==> config.mk <==
export PLATFORM = sky130hd
export DESIGN_NAME = exchange_sort_records_by_key_top
export DESIGN_NICKNAME = d
export VERILOG_FILES = /design/src/rtl/esrk_pkg.sv /design/src/rtl/esrk_datapath.sv /design/src/rtl/esrk_ctrl.sv /design/src/rtl/exchange_sort_records_by_key_top.sv
export SDC_FILE = /design/constraint.sdc
export NUM_CORES = 1
export LEC_CHECK = 0
export ABC_AREA = 0
export BUFFER_PORTS_ARGS = -buffer_cell sky130_fd_sc_hd__buf_2
export CELL_PAD_IN_SITES_DETAIL_PLACEMENT = 1
export CELL_PAD_IN_SITES_GLOBAL_PLACEMENT = 2
export CORE_UTILIZATION = 40
export CTS_CLUSTER_SIZE = 12
export DETAILED_ROUTE_END_ITERATION = 8
export PLACE_DENSITY = 0.8
export SETUP_SLACK_MARGIN = 0.4
export SYNTH_ARGS = -nofsm -noshare
export SYNTH_HDL_FRONTEND = slang
export SYNTH_SLANG_ARGS = --single-unit
==> constraint.sdc <==
create_clock -name clk -period 3.7 [get_ports clk]
set_input_delay 0.555 -clock clk [delete_from_list [all_inputs] [get_ports clk]]
set_output_delay 0.555 -clock clk [all_outputs]
set_load 0.02 [all_outputs]
==> src/rtl/esrk_pkg.sv <==
// Package with the transaction types and controller/datapath interface structs of the record sorter.
package esrk_pkg;

	typedef struct packed {
		logic [7:0] sort_key;
		logic [9:0] record_tag;
		logic       last_item;
	} in_item_t;

	typedef struct packed {
		logic [7:0] out_key;
		logic [9:0] out_tag;
		logic       out_last;
		logic       overflowed;
	} result_t;

	typedef struct packed {
		logic [7:0] key;
		logic [9:0] tag;
	} entry_t;

	typedef struct packed {
		logic load;
		logic rd_outer;
		logic rd_next;
		logic hold;
		logic scan;
		logic wb;
		logic emit_init;
		logic emit;
		logic clear;
	} dp_cmd_t;

	typedef struct packed {
		logic outer_done;
		logic more;
	} dp_stat_t;

endpackage

==> src/rtl/esrk_datapath.sv <==
// Datapath of the record sorter: entry memory, indices, held entry and compare-swap logic.
module esrk_datapath #(
	parameter int MAX_ENTRIES = 32
) (
	input  logic               clk,
	input  logic               arst_n,
	input  esrk_pkg::in_item_t in_item,
	input  esrk_pkg::dp_cmd_t  cmd,
	output esrk_pkg::dp_stat_t stat,
	output esrk_pkg::result_t  result
);
	import esrk_pkg::*;

	localparam int AW = (MAX_ENTRIES > 1) ? $clog2(MAX_ENTRIES) : 1;
	localparam int CW = $clog2(MAX_ENTRIES + 1);

	entry_t        mem [MAX_ENTRIES];
	entry_t        rdata_q;
	entry_t        held_q;
	logic [CW-1:0] count_q;
	logic [CW-1:0] i_q;
	logic [CW-1:0] j_q;
	logic [CW-1:0] jd_q;
	logic          ovf_q;

	logic          full;
	logic          swap;
	logic          we;
	logic [AW-1:0] waddr;
	entry_t        wdata;
	logic [AW-1:0] raddr;
	logic          re;

	assign full = (count_q == CW'(MAX_ENTRIES));
	assign swap = cmd.scan && (held_q.key > rdata_q.key);

	always_comb begin
		we    = 1'b0;
		waddr = count_q[AW-1:0];
		wdata = held_q;
		if (cmd.load && !full) begin
			we    = 1'b1;
			waddr = count_q[AW-1:0];
			wdata = '{key: in_item.sort_key, tag: in_item.record_tag};
		end else if (swap) begin
			we    = 1'b1;
			waddr = jd_q[AW-1:0];
		end else if (cmd.wb) begin
			we    = 1'b1;
			waddr = i_q[AW-1:0];
		end
	end

	assign re    = cmd.rd_outer || cmd.rd_next;
	assign raddr = cmd.rd_outer ? i_q[AW-1:0] : j_q[AW-1:0];

	always_ff @(posedge clk) begin
		if (we) begin
			mem[waddr] <= wdata;
		end
		if (re) begin
			rdata_q <= mem[raddr];
		end
		if (cmd.hold || swap) begin
			held_q <= rdata_q;
		end
	end

	always_ff @(posedge clk or negedge arst_n) begin
		if (!arst_n) begin
			count_q <= '0;
			i_q     <= '0;
			j_q     <= '0;
			jd_q    <= '0;
			ovf_q   <= 1'b0;
		end else begin
			if (cmd.load) begin
				if (full) begin
					ovf_q <= 1'b1;
				end else begin
					count_q <= count_q + 1'b1;
				end
			end
			if (cmd.rd_outer) begin
				j_q <= i_q + 1'b1;
			end else if (cmd.rd_next) begin
				j_q  <= j_q + 1'b1;
				jd_q <= j_q;
			end else if (cmd.emit_init) begin
				j_q <= '0;
			end
			if (cmd.wb) begin
				i_q <= i_q + 1'b1;
			end
			if (cmd.clear) begin
				count_q <= '0;
				i_q     <= '0;
				j_q     <= '0;
				ovf_q   <= 1'b0;
			end
		end
	end

	assign stat.outer_done = ((i_q + 1'b1) >= count_q);
	assign stat.more       = (j_q < count_q);

	assign result.out_key    = rdata_q.key;
	assign result.out_tag    = rdata_q.tag;
	assign result.out_last   = (jd_q == (count_q - 1'b1));
	assign result.overflowed = ovf_q;

endmodule

==> src/rtl/esrk_ctrl.sv <==
// Controller state machine of the record sorter: load, exchange sort sweeps and emission.
module esrk_ctrl (
	input  logic               clk,
	input  logic               arst_n,
	input  logic               start,
	input  logic               last_item,
	input  esrk_pkg::dp_stat_t stat,
	output esrk_pkg::dp_cmd_t  cmd,
	output logic               busy,
	output logic               result_strobe
);
	import esrk_pkg::*;

	typedef enum logic [6:0] {
		S_LOAD    = 7'b0000001,
		S_OUTER   = 7'b0000010,
		S_HOLD    = 7'b0000100,
		S_SCAN    = 7'b0001000,
		S_WB      = 7'b0010000,
		S_EMIT_RD = 7'b0100000,
		S_EMIT    = 7'b1000000
	} state_t;

	state_t state_q;
	state_t state_d;

	always_comb begin
		cmd     = '0;
		state_d = state_q;
		unique case (state_q)
			S_LOAD: begin
				if (start) begin
					cmd.load = 1'b1;
					if (last_item) begin
						state_d = S_OUTER;
					end
				end
			end
			S_OUTER: begin
				if (stat.outer_done) begin
					cmd.emit_init = 1'b1;
					state_d       = S_EMIT_RD;
				end else begin
					cmd.rd_outer = 1'b1;
					state_d      = S_HOLD;
				end
			end
			S_HOLD: begin
				cmd.hold    = 1'b1;
				cmd.rd_next = 1'b1;
				state_d     = S_SCAN;
			end
			S_SCAN: begin
				cmd.scan = 1'b1;
				if (stat.more) begin
					cmd.rd_next = 1'b1;
				end else begin
					state_d = S_WB;
				end
			end
			S_WB: begin
				cmd.wb  = 1'b1;
				state_d = S_OUTER;
			end
			S_EMIT_RD: begin
				cmd.rd_next = 1'b1;
				state_d     = S_EMIT;
			end
			S_EMIT: begin
				cmd.emit = 1'b1;
				if (stat.more) begin
					cmd.rd_next = 1'b1;
				end else begin
					cmd.clear = 1'b1;
					state_d   = S_LOAD;
				end
			end
			default: begin
				state_d = S_LOAD;
			end
		endcase
	end

	always_ff @(posedge clk or negedge arst_n) begin
		if (!arst_n) begin
			state_q <= S_LOAD;
		end else begin
			state_q <= state_d;
		end
	end

	assign busy          = (state_q != S_LOAD);
	assign result_strobe = cmd.emit;

endmodule

==> src/rtl/exchange_sort_records_by_key_top.sv <==
// Top level of the record sorter that joins controller and datapath.
//
// Input transactions carry one record (8-bit key, 10-bit tag, last flag) and are
// taken at a rising edge with start high and busy low, one per cycle while loading.
// A record with last_item set ends the list; busy then rises and the block sorts
// the stored entries with an exchange sort, one compare-swap per cycle during each scan, through a
// single-read, single-write entry memory. Records beyond MAX_ENTRIES are dropped
// and reported through overflowed on every result of that list.
// Each outer index but the last holds its entry, scans the later entries with it
// and writes the held entry back; emission then reads the entries in index order.
// Results appear for one cycle each, marked by result_strobe, in ascending key
// order, with out_last on the final one; the receiver cannot stall them.
// Busy falls in the cycle after the final result and loading of a new list starts.
// Reset clears the entry count, the overflow flag and returns to loading; stored
// entries are not cleared and need no clearing pass.
module exchange_sort_records_by_key_top #(
	parameter int MAX_ENTRIES = 32
) (
	input  logic               clk,
	input  logic               arst_n,
	input  logic               start,
	output logic               busy,
	input  esrk_pkg::in_item_t in_item,
	output logic               result_strobe,
	output esrk_pkg::result_t  result
);
	import esrk_pkg::*;

	dp_cmd_t  cmd;
	dp_stat_t stat;

	esrk_ctrl u_ctrl (
		.clk           (clk),
		.arst_n        (arst_n),
		.start         (start),
		.last_item     (in_item.last_item),
		.stat          (stat),
		.cmd           (cmd),
		.busy          (busy),
		.result_strobe (result_strobe)
	);

	esrk_datapath #(
		.MAX_ENTRIES (MAX_ENTRIES)
	) u_datapath (
		.clk     (clk),
		.arst_n  (arst_n),
		.in_item (in_item),
		.cmd     (cmd),
		.stat    (stat),
		.result  (result)
	);

	a_strobe_busy: assert property (@(posedge clk) disable iff (!arst_n)
		result_strobe |-> busy)
		else $error("Result strobe outside a busy period.");

	a_last_starts_sort: assert property (@(posedge clk) disable iff (!arst_n)
		(start && !busy && in_item.last_item) |=> busy)
		else $error("Final record did not start the sort.");

	a_final_ends_busy: assert property (@(posedge clk) disable iff (!arst_n)
		(result_strobe && result.out_last) |=> !busy)
		else $error("Block stayed busy after the final result.");

	a_busy_cause: assert property (@(posedge clk) disable iff (!arst_n)
		$rose(busy) |-> $past(start && in_item.last_item))
		else $error("Busy rose without a final record.");

endmodule
==> flow_summary.yaml, run 1 <==
flow_run:
  maxCapViolations: 0
logic_synthesis:
  syn_nets: 2127
  ys_ff_latch: 644
  synth_top_area_share: 0.7010
  yosys_most_used_dff: "edfxtp_1"
  yosysWarnings: 0
  synth_edf_count: 612
  synth-seq-area-share: 0.7316
  synth_cells: 2082
  ys_types: 55
  synthTopCellsByArea: "edfxtp_1 70%, nand2_1 9.7%, nand3_1 4.4%"
  syn-cell-area_um2: 26220
  yosysTopAreaCell: "edfxtp_1"
  avgSynthCellArea_um2: 12.59
  async_flop_share: 0.04969
global_routing:
  grt_pass1_vias: 18810
  grt_max_degree: 69
  grt_first_pass_wirelength_um: 123100
  antenna_found_initial: 4
  grt_usage: 0.2547
  grt_overflow_total: 0
detailed_routing:
  dr.pass1.iters: 5
  via_per_inst: 5.755
  dr_total_vias: 18340
  first_iter_violations: 1783
  route.detailed.drc: 0
  drt_wl_total_um: 87060
  wl_per_cell_um: 27.32
  drtAntennaViolNets: 0
cells_and_area:
  drive_above_1_share: 0.2050
  fin_nets: 2331
  area_growth_pct: 23.97
  final_cells: 3187
  multi_input_area_um2: 6820
  diodes: 0
  nFillCells: 6554
  final_cell_area_um2: 32500
  final_common_cell: "nand2_1"
  mostFrequentLayoutCells: "633 x nand2_1, 612 x edfxtp_1, 210 x nand3_1, 94 x buf_4, 93 x nand4_1"
  final-seq-area_um2: 19180
  post-route-util: 0.5032
setup_path:
  worstSetupEndpointType: "register"
  crit_fanout: 10
  r2r_cells: 17
  cp-start-kind: "register"
  worstPathRequired_ps: 4020
  reg2reg_slack_ps: 160
  worstReg2RegEnd: "u_datapath.result[8]"
  crit_arrival_ps: 3870
  path_class: "register to register"
  reg2reg_from: "u_datapath.i_q[0]"
power:
  p_leak_nw: 10.42
  vdd.ir_drop.worst_v: 0.0004678
  powerDensity_nw_per_um2: 451.0
timing:
  finalCriticalPeriod_ps: 3541
  setup_viol: 0
  rsz0062_at_grt: "yes"
  clock_skew_ps: 30.01
  timing.final.hold_violations: 0
  relSlewSlack: 0.1875
  finalCritPeriodShare: 0.9569
  slew_violations: 0
  worst_pin_slew_ps: 1216
  clock.fmax_mhz: 282.4
  fin_setup_tns_ps: 0
floorplan:
  dieArea_um2: 66570
  start_util: 0.4059
  io_pins: 44
  rows: 93
  die_height_um: 258.0
  die_w_um: 258.0
  coreArea_um2: 64580
clock_tree:
  cts-root-buf: "clkbuf_16"
  htree_levels: 3
  clkSinkCount: 644
  cts_buffer_depth: 3
  hold_buffers: 0
  tritoncts: "built"
  cts_buffers: 71
  clk_pin_slew_ps: 60
  worstSkewPairLatency_ps: 630
outcome:
  outcome: "complete, no violations"
place:
  gp_congestion: 0.8459
  portBuffers: 43
  placed_area_um2: 28460
  dp_cells: 2981
  hpwl_um: 48980
worst_hold_path:
  hold_path_class: "input port to async pin"
-- stage by stage --
step                      hold slack, ps  setup WS (ps)  total power [mW]
after CTS                          30.02          285.8             14.74
after floorplan                    259.4          286.0             8.012
after global placement             513.4          116.2             8.031
final                              31.47          159.5             14.66
after detailed placement           506.9          2.022             8.032
after global routing               78.04         -2.108             14.99
-- sequential cells by signal, indices dropped and copies added, names as in the netlist --
| signal | cells |
|---|---|
| u_datapath.mem | 576 |
| u_datapath.ovf_q | 1 |
| u_datapath.j_q | 6 |
| u_datapath.result | 18 |
| u_datapath.count_q | 6 |
| u_datapath.i_q | 6 |
| u_datapath.held_q | 18 |
| u_ctrl.state_q | 7 |
| u_datapath.jd_q | 6 |
-- cells in the mapped netlist, types with 5 or more instances --
cell,count
o21ai_0,16
xnor2_1,16
a21oi_1,14
buf_4,29
nand2_1,677
a21o_1,6
dfrtp_1,31
ha_1,23
nand2b_1,8
buf_6,5
nor2b_1,5
xor2_1,7
inv_1,25
clkbuf_1,33
nand3_1,230
nor3_1,11
buf_2,52
nor2_1,58
edfxtp_1,612
nand4_1,93
a31oi_1,78
-- area by class of cell --
cell class              count  area share
clock buffers              85     0.05760
clock inverters            34    0.009702
inverters                  26    0.003003
multi-input cells        1293      0.2099
flip-flops and latches    644      0.5902
well taps                 855     0.03292
repair buffers            250     0.09671
-- critical path: stages, from the launching register on --
cell and delay (ps):
dfrtp_1 400, nand3_2 110, nor2_2 140, xor2_1 210, ha_1 300, a21oi_2 170, o21ai_1 80, buf_4 150
nor3_4 170, buf_4 150, buf_6 90, mux2_8 410, buf_12 180, buf_12 150, nand2_1 70, nand3_1 70
nand4_1 240, nand4_1 140
-- metal layers --
metal	global-route usage	vias up	part of all wire
met1	0.3360	9406	0.41
met2	0.4071	802	0.48
met4	0.09648	4	0.032
li1	-	7960	-
met3	0.06243	170	0.084
met5	0	-	0.00024
-- cells by family (layout without fill, tap and decap cells) --
| logic type | Yosys count | in the layout | synth area share |
|---|---|---|---|
| and+or+nand+nor | 1103 | 1103 | 0.1832 |
| adders and majority gates | 23 | 23 | 0.01098 |
| muxes | 4 | 5 | 0.002243 |
| DFF | 644 | 644 | 0.7316 |
| buffers and inverters | 146 | 395 | 0.02897 |
| xor gates and xnor gates | 23 | 23 | 0.007684 |
| AOI/OAI and AO/OA | 139 | 139 | 0.03527 |
-- what timing repair did --
item | in CTS | in global routing
setup endpoints to repair | 594 | 781
resized for setup | 64 | 100
gates cloned | 13 | 9
buffers inserted | 32 | 33
pin swaps | 47 | 61
-- how the worst max path moves through the flow --
| stage | slack, ps | endpoint | cells past startpoint | startpoint |
|---|---|---|---|---|
| after global placement | 120 | u_datapath.result[14] | 16 | u_datapath.i_q[0] |
| final | 160 | u_datapath.result[8] | 17 | u_datapath.i_q[0] |
| after global routing | -2 | u_datapath.result[16] | 17 | u_datapath.i_q[0] |
| after CTS | 290 | u_datapath.result[13] | 17 | u_datapath.i_q[0] |
| after detailed placement | 2 | u_datapath.result[14] | 16 | u_datapath.i_q[0] |
| after floorplan | 290 | u_datapath.mem[20][0] | 11 | u_datapath.result[13] |
-- report_power, final --
group	internal, mW	leakage (nW)	switching, mW
sequential	7.86	3.94	0
combinational	0.00806	5.41	0.0116
clock	3.89	1.06	2.89
Power figures use the tool's default switching activity.
==> run 2: changes to the inputs <==
--- a/config.mk
+++ b/config.mk
@@ -12,6 +12,7 @@
 export CORE_UTILIZATION = 40
 export CTS_CLUSTER_SIZE = 12
 export DETAILED_ROUTE_END_ITERATION = 8
+export GPL_TIMING_DRIVEN = 0
 export PLACE_DENSITY = 0.8
 export SETUP_SLACK_MARGIN = 0.4
 export SYNTH_ARGS = -nofsm -noshare
==> flow_summary.yaml, run 2 (synthesis results as in run 1) <==
timing:
  finalCriticalPeriod_ps: 3853
  layout_setup_ws_ps: -153.3
  setup_viol: 15
  timing.final.hold_violations: 0
  slew_violations: 0
  finalCritPeriodShare: 1.041
  clock_skew_ps: 21.61
  worst_pin_slew_ps: 893.4
  clock.fmax_mhz: 259.5
  relSlewSlack: 0.4044
  fin_setup_tns_ps: -1357
  holdWs_ps: 19.03
  rsz0062_at_grt: "yes"
cells_and_area:
  fin_nets: 2370
  post-route-util: 0.5076
  largest_register_ffs: 576
  final_cell_area_um2: 32780
  top_register: "u_datapath.mem"
  final_common_cell: "nand2_1"
  mostFrequentLayoutCells: "613 x nand2_1, 612 x edfxtp_1, 186 x nand3_1, 94 x buf_4, 93 x nand4_1"
  drive_above_1_share: 0.2301
  final_cells: 3233
  area_growth_pct: 25.05
place:
  hpwl_um: 59210
  dp_cells: 3014
  dp_slack_ps: -1182
  placed_area_um2: 28210
  portBuffers: 43
  gp_congestion: 0.9139
floorplan:
  start_util: 0.4059
  die_height_um: 258.0
  die_w_um: 258.0
  coreArea_um2: 64580
  dieArea_um2: 66570
  io_pins: 44
  rows: 93
setup_path:
  reg2reg_slack_ps: -150
  path_class: "register to register"
  worstSetupEndpointType: "register"
  crit_arrival_ps: 4150
  worstPathRequired_ps: 4000
  crit_fanout: 10
  cp-start-kind: "register"
clock_tree:
  hold_buffers: 0
  cts_buffers: 71
  cts_buffer_depth: 3
  worstSkewPairLatency_ps: 640
  cts-root-buf: "clkbuf_16"
  htree_levels: 3
  clkSinkCount: 644
  clk_pin_slew_ps: 60
  tritoncts: "built"
global_routing:
  grt_first_pass_wirelength_um: 128100
  grt_overflow_total: 0
  antenna_found_initial: 6
  grt_pass1_vias: 18850
  grt_usage: 0.2694
  grt_max_degree: 33
power:
  powerDensity_nw_per_um2: 447.7
  p_leak_nw: 10.41
  vdd.ir_drop.worst_v: 0.0003360
  power_mw: 14.68
detailed_routing:
  route.detailed.drc: 0
  drtAntennaViolNets: 0
  dr.pass1.iters: 5
  wl_per_cell_um: 28.17
  dr_total_vias: 18580
  via_per_inst: 5.747
  first_iter_violations: 2064
  drt_wl_total_um: 91070
outcome:
  outcome: "finished with violations"
  violations: "setup timing"
worst_hold_path:
  hold_path_class: "input port to async pin"
flow_run:
  maxCapViolations: 0
## run 2: timing repair
action	CTS	global route
setup endpoints to repair	1099	944
gates resized for setup	292	84
pin swaps	84	56
gates cloned	4	2
buffers inserted	41	46
## run 2: routing by layer
metal  GRT usage  vias up  share of wire
met4      0.1162        4          0.043
met1      0.3423     9450           0.38
met5           0        -        0.00029
met2      0.4418      873           0.48
li1            -     8032              -
met3     0.06243      221          0.091
## run 2: worst paths after layout
| kind | from | endpoint | depth (start not counted) |
|---|---|---|---|
| worst max-delay path | u_datapath.i_q[1] | u_datapath.result[7] | 17 |
| worst min-delay path | arst_n | u_datapath.count_q[5] | 1 |
| worst max register to register | u_datapath.i_q[1] | u_datapath.result[7] | 17 |
| worst min register to register | u_datapath.result[4] | u_datapath.held_q[2] | 0 |
| max in group asynchronous | arst_n | u_datapath.i_q[1] | 1 |
| min in group clk | start | u_datapath.ovf_q | 3 |
## run 2: layout make-up
type,count,area (um^2)
Multi-Input combinational cell,1293,7222
Antenna cell,1,2.502
Tap cell,855,1070
Clock buffer,92,1887
Clock inverter,33,271.5
Inverter,26,101.3
Fill cell,6496,31800
Sequential cell,644,19180
Timing Repair Buffer,169,1896
Buffer,120,1151
## run 2: power breakdown
group	switching (mW)	total, mW	leakage [nW]	internal, mW
logic	0.0117	0.0198	5.42	0.00805
registers	0	7.86	3.94	7.86
clock network	2.97	6.80	1.05	3.82
total	2.98	14.7	10.4	11.7
## run 2: worst max-delay path, cell delays in order, from the launching register on
cell,delay (ps)
dfrtp_2,450
buf_6,140
nand3_4,110
nor2_4,60
xor2_2,190
ha_4,300
nand2_2,80
nor3_4,210
nor3_4,80
buf_12,150
buf_8,120
buf_4,130
o31ai_4,290
buf_12,170
buf_4,240
nand3_2,130
nand4_1,350
nand4_1,310
==> run 3: changes to the inputs <==
--- a/config.mk
+++ b/config.mk
@@ -9,11 +9,12 @@
 export BUFFER_PORTS_ARGS = -buffer_cell sky130_fd_sc_hd__buf_2
 export CELL_PAD_IN_SITES_DETAIL_PLACEMENT = 1
 export CELL_PAD_IN_SITES_GLOBAL_PLACEMENT = 2
-export CORE_UTILIZATION = 40
+export CORE_UTILIZATION = 44
 export CTS_CLUSTER_SIZE = 12
 export DETAILED_ROUTE_END_ITERATION = 8
 export GPL_TIMING_DRIVEN = 0
-export PLACE_DENSITY = 0.8
+export MAX_ROUTING_LAYER = met4
+export PLACE_DENSITY = 0.84
 export SETUP_SLACK_MARGIN = 0.4
 export SYNTH_ARGS = -nofsm -noshare
 export SYNTH_HDL_FRONTEND = slang
==> constraint.sdc (replaced) <==
create_clock -name clk -period 4 [get_ports clk]
set_input_delay 0.6 -clock clk [delete_from_list [all_inputs] [get_ports clk]]
set_output_delay 0.6 -clock clk [all_outputs]
set_load 0.02 [all_outputs]
==> flow_summary.yaml, run 3 (synthesis results as in run 1) <==
detailed_routing:
  via_per_inst: 6.074
  dr_total_vias: 19090
  drtAntennaViolNets: 0
  wl_per_cell_um: 29.62
  first_iter_violations: 2279
  dr.pass1.iters: 5
  route.detailed.drc: 0
  drt_wl_total_um: 93110
setup_path:
  reg2reg_slack_ps: 7
  cp.buffers_inverters: 7
  crit_arrival_ps: 4390
  worstPathRequired_ps: 4390
  crit_top_cell: "buf_6"
  worstSetupEndpointType: "register"
  cp_top_family: "simple AND/OR/NAND/NOR gates"
  max_stage_delay_ps: 370
  cp_slowest_cell: "dfrtp_1"
  crit_fanout: 8
  path_cells: "buf_6 -> nand3_4 -> nor2_4 -> xor2_2 -> ha_4 -> a21oi_4 -> o21ai_4 -> nor3_4 -> buf_6 -> buf_6 -> buf_6 -> mux2i_4 -> buf_12 -> buf_12 -> buf_12 -> nand2_1 -> a31oi_4 -> nand4_1 -> nand4_1"
  path_class: "register to register"
  cp-start-kind: "register"
place:
  hpwl_um: 58510
  portBuffers: 43
  gp_congestion: 0.8866
global_routing:
  grt_overflow_total: 0
  use_met1: 0.3895
  grt_max_degree: 33
  use_met3: 0.05806
  grt_usage: 0.3020
  grt_most_used_layer: "met2"
  grt_first_pass_wirelength_um: 126500
  antenna_found_initial: 3
  grt_use_met2: 0.4659
  grt_pass1_vias: 18870
floorplan:
  dieArea_um2: 60560
  rows: 89
  io_pins: 44
  die_w_um: 246.1
  start_util: 0.4450
  die_height_um: 246.1
  coreArea_um2: 58910
cells_and_area:
  largest_register_ffs: 576
  drive_above_1_share: 0.2194
  mostFrequentLayoutCells: "625 x nand2_1, 612 x edfxtp_1, 198 x nand3_1, 93 x nand4_1, 79 x clkbuf_16"
  diodes: 0
  fin_nets: 2366
  area_growth_pct: 24.01
  post-route-util: 0.5519
  final_common_cell: "nand2_1"
  top_register: "u_datapath.mem"
  nFillCells: 5756
worst_hold_path:
  hold_path_class: "input port to async pin"
power:
  p_leak_nw: 10.35
  pwr-share-comb: 0.001
  swShare: 0.2004
  internal_power_mw: 10.74
  vdd.ir_drop.worst_v: 0.0003895
  powerDensity_nw_per_um2: 413.3
  seq_power_share: 0.541
  clkPwrFrac: 0.458
  p_switching_mw: 2.693
clock_tree:
  tritoncts: "built"
  clk_pin_slew_ps: 60
  worstSkewPairLatency_ps: 620
  cts_buffers: 70
  cts_buffer_depth: 3
  htree_levels: 3
  clkSinkCount: 644
  cts-root-buf: "clkbuf_16"
timing:
  holdWs_ps: 70.06
  relSlewSlack: 0.3736
  timing.final.hold_violations: 0
  clock_skew_ps: 26.04
  worst_pin_slew_ps: 939.6
  rsz0062_at_grt: "yes"
  setup_viol: 0
  clock.fmax_mhz: 250.4
  finalCriticalPeriod_ps: 3993
  finalCritPeriodShare: 0.9983
  fin_setup_tns_ps: 0
  slew_violations: 0
flow_run:
  maxCapViolations: 0
outcome:
  outcome: "complete, no violations"
-- run 3: changes by cell type in the layout (fill, tap and decap cells not counted), sizes merged --
cell      before  now
clkinvlp       1    3
inv           30   28
diode          1    0
clkinv        25   21
bufinv         3    2
buf          256  249
clkbuf       125  130
-- run 3: timing repair --
item | in CTS | in global routing
gates cloned | 0 | 7
pin swaps | 19 | 75
endpoints found under the setup margin | 1030 | 1065
resized for setup | 112 | 318
hold buffers | 0 | 0
buffers inserted | 24 | 61
-- run 3: area by class of cell --
class | count | area (um^2) | share of cell area
clock inverters | 28 | 195.2 | 0.006004
well taps | 773 | 967.2 | 0.02975
plain buffers | 120 | 1277 | 0.03930
multi-input cells | 1293 | 7183 | 0.2210
inverters | 26 | 101.3 | 0.003118
clock buffers | 93 | 1902 | 0.05850
repair buffers | 166 | 1700 | 0.05231
flip-flops and latches | 644 | 19180 | 0.5901
-- run 3: routing by layer --
layer	vias to the layer above	routed length [um]
met5	-	0
met4	0	4604
met3	220	8071
met2	1014	44160
met1	9827	36270
li1	8029	-
-- run 3: per-stage QoR --
| step | setup WS (ps) | std cells | instance area, um^2 | power, mW |
|---|---|---|---|---|
| floorplan | 575.7 | 2082 | 26220 | 7.411 |
| global placement | -2963 | 2898 | 27400 | 7.430 |
| detailed placement | -1014 | 2930 | 28000 | 7.431 |
| CTS | 99.63 | 3075 | 30750 | 13.44 |
| global route | 6.055 | 3143 | 32510 | 13.68 |
| finish | 6.691 | 3143 | 32510 | 13.44 |
-- run 3: power groups by stage --
| stage | Clock [mW] | Sequential [mW] | Combinational (mW) |
|---|---|---|---|
| CTS | 6.15 | 7.27 | 0.0204 |
| global route | 6.39 | 7.27 | 0.0220 |
| detailed placement | 0 | 7.41 | 0.0203 |
| finish | 6.15 | 7.27 | 0.0196 |
| global placement | 0 | 7.41 | 0.0194 |
| floorplan | 0 | 7.41 | 0.000637 |
-- run 3: final timing paths --
kind                                   startpoint                     to  cells past startpoint
worst max-delay path            u_datapath.i_q[0]  u_datapath.result[15]                     19
worst min-delay path                       arst_n      u_ctrl.state_q[4]                      1
worst max register to register  u_datapath.i_q[0]  u_datapath.result[15]                     19
worst min register to register   u_datapath.ovf_q       u_datapath.ovf_q                      2
max in group asynchronous                  arst_n      u_datapath.i_q[1]                      1
min in group clk                            start       u_datapath.ovf_q                      3
